[config.mk]
export PLATFORM = sky130hd
export DESIGN_NAME = cbor_token_decoder_top
export DESIGN_NICKNAME = d
export VERILOG_FILES = /design/src/design/cbd_pkg.sv /design/src/design/cbd_decoder.sv /design/src/design/cbd_skid.sv /design/src/design/cbor_token_decoder_top.sv
export SDC_FILE = /design/constraint.sdc
export NUM_CORES = 1
export LEC_CHECK = 0
export ABC_AREA = 1
export BUFFER_PORTS_ARGS = -buffer_cell sky130_fd_sc_hd__buf_2
export CAP_MARGIN = 20
export CORE_MARGIN = 4
export CORE_UTILIZATION = 60
export CTS_BUF_LIST = sky130_fd_sc_hd__clkbuf_4 sky130_fd_sc_hd__clkbuf_8 sky130_fd_sc_hd__clkbuf_16
export DETAILED_ROUTE_END_ITERATION = 10
export PLACE_DENSITY = 0.79
export SLEW_MARGIN = 20
export SYNTH_ARGS = -nofsm -noshare
export SYNTH_HDL_FRONTEND = slang
export SYNTH_SLANG_ARGS = --single-unit
[constraint.sdc]
create_clock -name clk -period 7.2 [get_ports clk]
set_clock_uncertainty 0.15 [all_clocks]
set_input_delay 0.72 -clock clk [delete_from_list [all_inputs] [get_ports clk]]
set_output_delay 0.72 -clock clk [all_outputs]
set_load 0.005 [all_outputs]
[src/design/cbd_pkg.sv]
`timescale 1ns / 1ps

package cbd_pkg;

    // Decoder phase. The fourth code is unused and decodes as idle.
    typedef enum logic [1:0] {
        PH_IDLE    = 2'd0,
        PH_ARG     = 2'd1,
        PH_PAYLOAD = 2'd2
    } cbd_phase_t;

    // Token kind, carried on tuser.
    localparam logic [1:0] KIND_HEAD    = 2'd0;
    localparam logic [1:0] KIND_PAYLOAD = 2'd1;
    localparam logic [1:0] KIND_ERROR   = 2'd2;

    localparam logic [2:0] MAJ_NEGINT = 3'd1;
    localparam logic [2:0] MAJ_BYTES  = 3'd2;
    localparam logic [2:0] MAJ_TEXT   = 3'd3;

    localparam logic [4:0] AI_ONE_BYTE   = 5'd24;
    localparam logic [4:0] AI_EIGHT_BYTE = 5'd27;

    localparam int IN_TDATA_W  = 8;
    localparam int OUT_TDATA_W = 80;
    localparam int OUT_TUSER_W = 2;

    typedef struct packed {
        logic [1:0]  kind;
        logic [2:0]  major_type;
        logic [63:0] value;
        logic [7:0]  payload_byte;
        logic        last_payload;
    } cbd_token_t;

endpackage

[src/design/cbd_decoder.sv]
`timescale 1ns / 1ps

module cbd_decoder (
    input  logic              clk,
    input  logic              rst_n,
    input  logic              byte_accept,
    input  logic [7:0]        in_byte,
    output logic              token_valid,
    output cbd_pkg::cbd_token_t token
);
    import cbd_pkg::*;

    cbd_phase_t  phase_reg, phase_next;
    logic [2:0]  major_reg, major_next;
    logic [3:0]  arg_left_reg, arg_left_next;
    logic [63:0] acc_reg, acc_next;
    logic [63:0] pay_left_reg, pay_left_next;

    logic        finish;
    logic [63:0] fin_arg;
    logic [2:0]  major_eff;
    logic [63:0] acc_shift;
    logic [4:0]  ai;
    logic        last;
    logic        res_valid;

    assign ai        = in_byte[4:0];
    assign acc_shift = {acc_reg[55:0], in_byte};

    always_comb
    begin
        phase_next    = phase_reg;
        major_next    = major_reg;
        arg_left_next = arg_left_reg;
        acc_next      = acc_reg;
        pay_left_next = pay_left_reg;
        res_valid     = 1'b0;
        token         = '0;
        finish        = 1'b0;
        fin_arg       = '0;
        major_eff     = major_reg;
        last          = 1'b0;

        unique case (phase_reg)
            PH_ARG:
            begin
                acc_next      = acc_shift;
                arg_left_next = arg_left_reg - 4'd1;
                if (arg_left_next == 4'd0)
                begin
                    finish  = 1'b1;
                    fin_arg = acc_shift;
                end
            end
            PH_PAYLOAD:
            begin
                last               = (pay_left_reg <= 64'd1);
                res_valid          = 1'b1;
                token.kind         = KIND_PAYLOAD;
                token.major_type   = major_reg;
                token.payload_byte = in_byte;
                token.last_payload = last;
                if (last)
                begin
                    pay_left_next = '0;
                    phase_next    = PH_IDLE;
                end
                else
                begin
                    pay_left_next = pay_left_reg - 64'd1;
                end
            end
            default:
            begin
                // Initial byte of a new item.
                major_eff     = in_byte[7:5];
                major_next    = in_byte[7:5];
                phase_next    = PH_IDLE;
                acc_next      = '0;
                arg_left_next = '0;
                if (ai < AI_ONE_BYTE)
                begin
                    finish  = 1'b1;
                    fin_arg = {59'd0, ai};
                end
                else if (ai <= AI_EIGHT_BYTE)
                begin
                    arg_left_next = 4'd1 << ai[1:0];
                    phase_next    = PH_ARG;
                end
                else
                begin
                    res_valid        = 1'b1;
                    token.kind       = KIND_ERROR;
                    token.major_type = major_eff;
                end
            end
        endcase

        if (finish)
        begin
            res_valid        = 1'b1;
            token.kind       = KIND_HEAD;
            token.major_type = major_eff;
            token.value      = (major_eff == MAJ_NEGINT) ? ~fin_arg : fin_arg;
            acc_next         = '0;
            arg_left_next    = '0;
            if ((major_eff == MAJ_BYTES || major_eff == MAJ_TEXT) && fin_arg != 64'd0)
            begin
                pay_left_next = fin_arg;
                phase_next    = PH_PAYLOAD;
            end
            else
            begin
                pay_left_next = '0;
                phase_next    = PH_IDLE;
            end
        end
    end

    assign token_valid = res_valid & byte_accept;

    always_ff @(posedge clk or negedge rst_n)
    begin
        if (!rst_n)
        begin
            phase_reg    <= PH_IDLE;
            major_reg    <= '0;
            arg_left_reg <= '0;
            acc_reg      <= '0;
            pay_left_reg <= '0;
        end
        else if (byte_accept)
        begin
            phase_reg    <= phase_next;
            major_reg    <= major_next;
            arg_left_reg <= arg_left_next;
            acc_reg      <= acc_next;
            pay_left_reg <= pay_left_next;
        end
    end

endmodule

[src/design/cbd_skid.sv]
`timescale 1ns / 1ps

module cbd_skid (
    input  logic                clk,
    input  logic                rst_n,
    input  logic                in_valid,
    input  cbd_pkg::cbd_token_t in_data,
    output logic                in_ready,
    output logic                out_valid,
    output cbd_pkg::cbd_token_t out_data,
    input  logic                out_ready
);
    import cbd_pkg::*;

    logic       main_valid_reg, main_valid_next;
    logic       skid_valid_reg, skid_valid_next;
    cbd_token_t main_reg, main_next;
    cbd_token_t skid_reg, skid_next;
    logic       main_free;

    // The skid register catches a token that arrives while the main one stalls.
    assign in_ready  = ~skid_valid_reg;
    assign main_free = out_ready | ~main_valid_reg;

    always_comb
    begin
        main_valid_next = main_valid_reg;
        skid_valid_next = skid_valid_reg;
        main_next       = main_reg;
        skid_next       = skid_reg;
        if (main_free)
        begin
            if (skid_valid_reg)
            begin
                main_next       = skid_reg;
                main_valid_next = 1'b1;
                skid_valid_next = 1'b0;
            end
            else
            begin
                main_next       = in_data;
                main_valid_next = in_valid;
            end
        end
        else if (in_valid)
        begin
            skid_next       = in_data;
            skid_valid_next = 1'b1;
        end
    end

    always_ff @(posedge clk or negedge rst_n)
    begin
        if (!rst_n)
        begin
            main_valid_reg <= 1'b0;
            skid_valid_reg <= 1'b0;
        end
        else
        begin
            main_valid_reg <= main_valid_next;
            skid_valid_reg <= skid_valid_next;
        end
    end

    always_ff @(posedge clk)
    begin
        main_reg <= main_next;
        skid_reg <= skid_next;
    end

    assign out_valid = main_valid_reg;
    assign out_data  = main_reg;

endmodule

[src/design/cbor_token_decoder_top.sv]
`timescale 1ns / 1ps
// CBOR item head decoder.
// The s_axis channel carries the encoded stream, one byte per request in
// s_axis_tdata. The m_axis channel returns tokens: tuser holds the kind
// (head, string payload byte or error), tdata holds the major type, the
// 64-bit argument (ones' complement for negative integers, raw bits for
// floats) and the payload byte, and tlast marks the final byte of a string.
// A head with 1, 2, 4 or 8 argument bytes gives its token on the request
// that carries its last argument byte; argument bytes give no token.
// Throughput is one byte per clock while s_axis_tready is high. The decoder
// state and the token are computed from the accepted byte in the same cycle;
// the token is then registered in the output register, and the decode path
// runs between the decoder state registers and that output register.
// When the receiver stalls, a second register behind the output holds one
// more token, so s_axis_tready drops only once both are full.
// Reset clears the decoder to wait for an initial byte and empties the
// output registers; no clearing pass is needed.
module cbor_token_decoder_top (
    input  logic                             clk,
    input  logic                             rst_n,
    input  logic                             s_axis_tvalid,
    output logic                             s_axis_tready,
    input  logic [cbd_pkg::IN_TDATA_W-1:0]   s_axis_tdata,  // [7:0] in_byte
    output logic                             m_axis_tvalid,
    input  logic                             m_axis_tready,
    // [2:0] major_type, [66:3] value, [74:67] payload_byte, [79:75] zero
    output logic [cbd_pkg::OUT_TDATA_W-1:0]  m_axis_tdata,
    output logic [cbd_pkg::OUT_TUSER_W-1:0]  m_axis_tuser,  // [1:0] kind
    output logic                             m_axis_tlast   // last_payload
);
    import cbd_pkg::*;

    logic       byte_accept;
    logic       token_valid;
    cbd_token_t token;
    cbd_token_t out_token;

    assign byte_accept = s_axis_tvalid & s_axis_tready;

    cbd_decoder u_decoder (
        .clk         (clk),
        .rst_n       (rst_n),
        .byte_accept (byte_accept),
        .in_byte     (s_axis_tdata),
        .token_valid (token_valid),
        .token       (token)
    );

    cbd_skid u_skid (
        .clk       (clk),
        .rst_n     (rst_n),
        .in_valid  (token_valid),
        .in_data   (token),
        .in_ready  (s_axis_tready),
        .out_valid (m_axis_tvalid),
        .out_data  (out_token),
        .out_ready (m_axis_tready)
    );

    assign m_axis_tdata = {5'd0, out_token.payload_byte, out_token.value,
                           out_token.major_type};
    assign m_axis_tuser = out_token.kind;
    assign m_axis_tlast = out_token.last_payload;

endmodule

==> results of run 1 <==
-- per-stage QoR --
stage | util | power, mW | instances | instance area [um^2]
floorplan | - | 4.16 | 1776 | 15000
finish | 0.679 | 6.34 | 2165 | 16600
global route | 0.679 | 6.76 | 2165 | 16600
CTS | 0.678 | 6.33 | 2164 | 16500
detailed placement | 0.637 | 4.75 | 2109 | 15500
global placement | 0.634 | 4.67 | 2107 | 15500
-- power groups by stage --
stage               registers [mW]  clock network (mW)  logic, mW
floorplan                     2.59                   0       1.56
global placement              2.60                   0       2.07
CTS                           2.59                1.59       2.15
finish                        2.59                1.58       2.17
detailed placement            2.61                   0       2.14
global route                  2.64                1.67       2.45
-- critical path: stages (launching register included) --
cell and delay (ns):
dfrtp_1 0.36, inv_1 0.05, ha_1 0.45, inv_4 0.15, nand2_2 0.07, nor2_4 0.14, inv_2 0.07, nor2_8 0.34
a21oi_4 0.19, nand2_1 0.13, nand2_1 0.06, buf_4 0.28, inv_2 0.48, buf_4 0.54, o21ai_0 0.18, inv_1 0.08
a21oi_1 0.07
-- routing by layer --
metal / up-vias / routed length, um / global-route usage
met5: - / 0 / 0
met4: 0 / 769 / 0.0628
met3: 74 / 3410 / 0.0514
met2: 613 / 17900 / 0.429
met1: 6032 / 16300 / 0.396
li1: 5967 / - / -
-- worst paths after layout --
check                                        from                         end
min in group clk                    s_axis_tvalid            u_skid.out_valid
hold reg to reg            u_decoder.major_reg[2]      u_decoder.major_reg[2]
hold / removal                              rst_n  u_decoder.pay_left_reg[37]
max in group asynchronous                   rst_n       u_skid.skid_valid_reg
setup reg to reg           u_decoder.phase_reg[0]   u_decoder.pay_left_reg[2]
setup / recovery           u_decoder.phase_reg[0]   u_decoder.pay_left_reg[2]
-- cell families (layout without fill, tap and decap cells) --
kind of cell / count (synthesis) / in the layout / share of synthesized area
flops: 287 / 287 / 0.533
other cells: 1 / 5 / 0.000251
mux: 1 / 1 / 0.000670
buf+inv: 262 / 327 / 0.0753
simple gates: 828 / 828 / 0.234
xor+xnor: 41 / 41 / 0.0240
compound gates: 346 / 346 / 0.128
fa+ha+maj: 6 / 6 / 0.00502
-- cell usage in the layout, fill, tap and decap left out, types with 3 or more instances in the layout --
master and n:
xor2_1 23, bufinv_16 3, ha_1 6, inv_1 157, clkbuf_16 31, buf_4 13
edfxtp_1 156, nor2_1 303, a21oi_1 139, a31oi_1 11, nor3_1 24, o21ai_0 108
nor2_4 6, nor4_1 7, nand4_1 5, nand2_1 363, a21oi_2 9, inv_2 6
clkbuf_4 7, clkinv_1 7, o22ai_1 59, o21ai_1 4, dfrtp_1 130, conb_1 5
o41ai_1 9, nand2_2 3, nor2_2 4, clkinv_2 3, nand3_1 83, buf_2 90
nand3_2 22, xnor2_1 18
-- layout make-up --
cell class              count  share of cell area
inverters                 165              0.0375
repair buffers            107              0.0385
flip-flops and latches    287               0.481
well taps                 324              0.0245
clock inverters            16              0.0102
clock buffers              39              0.0508
multi-input cells        1227               0.358
==> impl_metrics.json, run 1 <==
{
  "synth_edf_count": 156,
  "synth-warning-count": 0,
  "ys_top_cells_by_area": "edfxtp_1 (31%), dfrtp_1 (22%), nand2_1 (9.1%)",
  "clkTransAtPathRegs_ns": 0.06,
  "synthFlopType": "edfxtp_1",
  "gp_congestion": 0.968,
  "fin_ws_ns": 3.22,
  "synth_cell_types": 46,
  "clock-sinks": 287,
  "first_pass_iters": 6,
  "routed_wl_um": 38400,
  "viasPerCell": 5.86,
  "worstSetupPathType": "flop to flop",
  "dp_slack_ns": 3.34,
  "drc": 0,
  "outcome": "finished, final reports clean",
  "ir_drop_uv": 226,
  "share_comb_of_total_power": 0.342,
  "pin_count": 97,
  "portBuffers": 91,
  "antenna_cells": 0,
  "num_rows": 57,
  "syn_to_final_growth_pct": 10.8,
  "drt_iter0_markers": 1614,
  "tritoncts": "yes",
  "grt_use_total": 0.272,
  "p_sw_frac": 0.380,
  "multiInputGateArea_um2": 5920,
  "ant_nets": 0,
  "crit_arrival_ns": 4.27,
  "cts_resized": 0,
  "async_reset_ff_frac": 0.456,
  "ys_seq_elements": 287,
  "seqPwrFrac": 0.409,
  "cp-start-kind": "flop",
  "first_global_vias": 11767,
  "critical_path.endpoint_type": "flop",
  "final_net_count": 1836,
  "avgSynthCellArea_um2": 8.44,
  "fmax_mhz": 251,
  "path_max_fanout": 54,
  "yosysTopAreaCell": "edfxtp_1",
  "antenna_found_initial": 0,
  "timing.final.crit_share": 0.553,
  "max_slew_margin": 0.351,
  "root_buffer": "clkbuf_16",
  "clk_latency_ns": 0.56,
  "register_area_um2": 7960,
  "whs_ns": 0.0975,
  "core-area_um2": 24400,
  "powerDensity_nw_per_um2": 383,
  "yosys-top-cells-count": "nand2_1 (364), nor2_1 (306), inv_1 (158)",
  "max_slew.worst_pin.slew_ns": 0.973,
  "worstPathRequired_ns": 7.49,
  "synth_most_common_cell": "nand2_1",
  "start_util": 0.613,
  "drv_slew": 0,
  "finalSetupViolCount": 0,
  "cap_viol_max_count": 0,
  "cts_buffers": 30,
  "reg2reg_slack_ns": 3.22,
  "cts_buffer_depth": 3,
  "num_vias": 12686,
  "hold_buffers": 0,
  "post_cts_buffers": 0,
  "r2r_cells": 16,
  "routedWlPerCell_um": 17.7,
  "die_h_um": 166,
  "p_clk_frac": 0.249,
  "h-tree-depth": 1,
  "ys_seq_area_frac": 0.533,
  "syn_area_um2": 14900,
  "overflow": 0,
  "final.min_clock_period_ns": 3.98,
  "grt_pass1_wl_um": 62400,
  "syn_inst": 1772,
  "dieWidth_um": 166,
  "p_switching_mw": 2.41,
  "fin_setup_tns_ns": 0,
  "yosys.area.top_type_share": 0.313,
  "p_leak_nw": 6.99,
  "place_hpwl_um": 26200,
  "rsz0062_at_grt": "no",
  "power.internal_mw": 3.93,
  "hold_class": "primary input to asynchronous set/reset pin",
  "fill_cells": 1980,
  "die_area_um2": 27500,
  "grt_max_degree": 89,
  "hold_violations": 0,
  "drive_above_1_share": 0.117
}
No activity file was read; power rests on OpenSTA's default activity.
==> run 2, diff against run 1 <==
==> constraint.sdc (replaced) <==
create_clock -name clk -period 3.9 [get_ports clk]
set_clock_uncertainty 0.15 [all_clocks]
set_input_delay 0.39 -clock clk [delete_from_list [all_inputs] [get_ports clk]]
set_output_delay 0.39 -clock clk [all_outputs]
set_load 0.005 [all_outputs]
==> run 2 against run 1 <==
  * Core utilization rose by 0.11 points
  * Global-route usage rose by 0.99 points
  * Worst setup slack got worse by 2.8 ns
  * Critical path type unchanged
  * Critical endpoint is now u_decoder.pay_left_reg[40]
==> impl_metrics.json, run 2 (synthesized netlist as in run 1, its figures left out) <==
{
  "outcome": "finished, final reports clean",
  "viasPerCell": 5.85,
  "worstSetupPathType": "flop to flop",
  "grt_max_degree": 89,
  "cap_viol_max_count": 0,
  "grt_pass1_wl_um": 64100,
  "gp_congestion": 0.975,
  "syn_to_final_growth_pct": 11.0,
  "clkTransAtPathRegs_ns": 0.06,
  "tritoncts": "yes",
  "grt_use_total": 0.282,
  "first_pass_iters": 6,
  "final_core_util": 0.680,
  "hold_violations": 0,
  "fmax_mhz": 291,
  "dieWidth_um": 166,
  "critical_path.endpoint_type": "flop",
  "num_rows": 57,
  "p_leak_nw": 7.02,
  "clock-sinks": 287,
  "placed_cell_area_um2": 15600,
  "powerDensity_nw_per_um2": 707,
  "clk_latency_ns": 0.55,
  "routed_wl_um": 39300,
  "die_h_um": 166,
  "first_global_vias": 12126,
  "rsz0062_at_grt": "no",
  "worstHoldStart": "s_axis_tdata[1]",
  "start_util": 0.613,
  "rr_startpoint": "u_decoder.phase_reg[0]",
  "cp-start-kind": "flop",
  "cts_buffers": 29,
  "ant_nets": 0,
  "ir_drop_uv": 347,
  "layout_common_cells": "nand2_1 (363), nor2_1 (303), inv_1 (157)",
  "drc": 0,
  "pin_count": 97,
  "core-area_um2": 24400,
  "overflow": 0,
  "max_slew.worst_pin.slew_ns": 0.946,
  "max_slew_margin": 0.369,
  "timing.final.crit_share": 0.881,
  "finalPower_mw": 11.7,
  "crit_arrival_ns": 3.76,
  "drv_slew": 0,
  "antenna_cells": 0,
  "place_hpwl_um": 27000,
  "final_area_um2": 16600,
  "worstPathRequired_ns": 4.22,
  "hold_class": "primary input to flop",
  "antenna_found_initial": 0,
  "finalSetupViolCount": 0,
  "h-tree-depth": 1,
  "routedWlPerCell_um": 18.1,
  "crit_start": "u_decoder.phase_reg[0]",
  "die_area_um2": 27500,
  "cts_buffer_depth": 3,
  "drt_iter0_markers": 1712,
  "drive_above_1_share": 0.122,
  "root_buffer": "clkbuf_16",
  "fin_setup_tns_ns": 0,
  "portBuffers": 91,
  "whs_ns": 0.0663,
  "num_vias": 12703,
  "final_net_count": 1843,
  "path_max_fanout": 65,
  "layout_commonest_cell": "nand2_1",
  "final.min_clock_period_ns": 3.44
}
run 2: cell types whose count changed in the layout (fill, tap and decap cells not counted), moves of 2 or more:
cell	delta
buf_12	+5
buf_16	-2
buf_4	+4
clkbuf_16	-2
clkbuf_4	+6
clkbuf_8	+3
clkinv_1	-6
clkinv_4	-2
dlygate4sd3_1	+2
run 2: layout make-up:
| type | count | area (um^2) |
|---|---|---|
| Multi-Input combinational cell | 1227 | 5920 |
| Tap cell | 324 | 405 |
| Sequential cell | 287 | 7960 |
| Timing Repair Buffer | 115 | 718 |
| Fill cell | 1960 | 7800 |
| Inverter | 165 | 622 |
| Clock buffer | 46 | 878 |
| Clock inverter | 7 | 88.8 |
run 2: critical path: stages, from the launching register on:
cell	delay (ns)
dfrtp_1	0.37
inv_1	0.05
ha_1	0.44
inv_4	0.15
nand2_2	0.07
nor2_4	0.13
inv_2	0.07
nor2_8	0.33
o21ai_0	0.16
nand2_1	0.11
nor2_1	0.05
nand3_1	0.07
nor2_1	0.07
nand2_2	0.06
buf_4	0.63
nand3_1	0.20
a21oi_1	0.19
run 2: power by group:
part           total [mW]  switching [mW]  internal [mW]
Combinational        4.10            2.75           1.35
Sequential           4.79           0.540           4.25
Clock                2.84            1.16           1.67
run 2: timing repair:
item,CTS,global route
hold buffers,2,0
setup buffers,0,0
hold endpoints to repair,66,0
resized for setup,0,0
run 2: per-stage QoR:
stage | setup slack (ns) | std cells
2_1_floorplan | 0.441 | 1776
3_3_place_gp | 0.693 | 2116
3_5_place_dp | 0.556 | 2116
4_1_cts | 0.532 | 2171
5_1_grt | 0.249 | 2171
6_report | 0.463 | 2171
run 2: path summary, 6_finish.rpt:
check | endpoint | slack, ns | cells past startpoint
hold reg to reg | u_decoder.major_reg[2] | 0.36 | 2
hold / removal | u_decoder.arg_left_reg[2] | 0.07 | 3
min in group asynchronous | u_decoder.pay_left_reg[43] | 0.36 | 2
setup / recovery | u_decoder.pay_left_reg[40] | 0.46 | 16
max in group asynchronous | u_decoder.acc_reg[39] | 2.34 | 3
setup reg to reg | u_decoder.pay_left_reg[40] | 0.46 | 16
run 2: layer usage:
metal	GRT usage	part of all wire	wire length [um]
met4	0.0703	0.026	1020
met3	0.0583	0.094	3700
met5	0	0	0
met2	0.445	0.47	18400
met1	0.404	0.41	16200
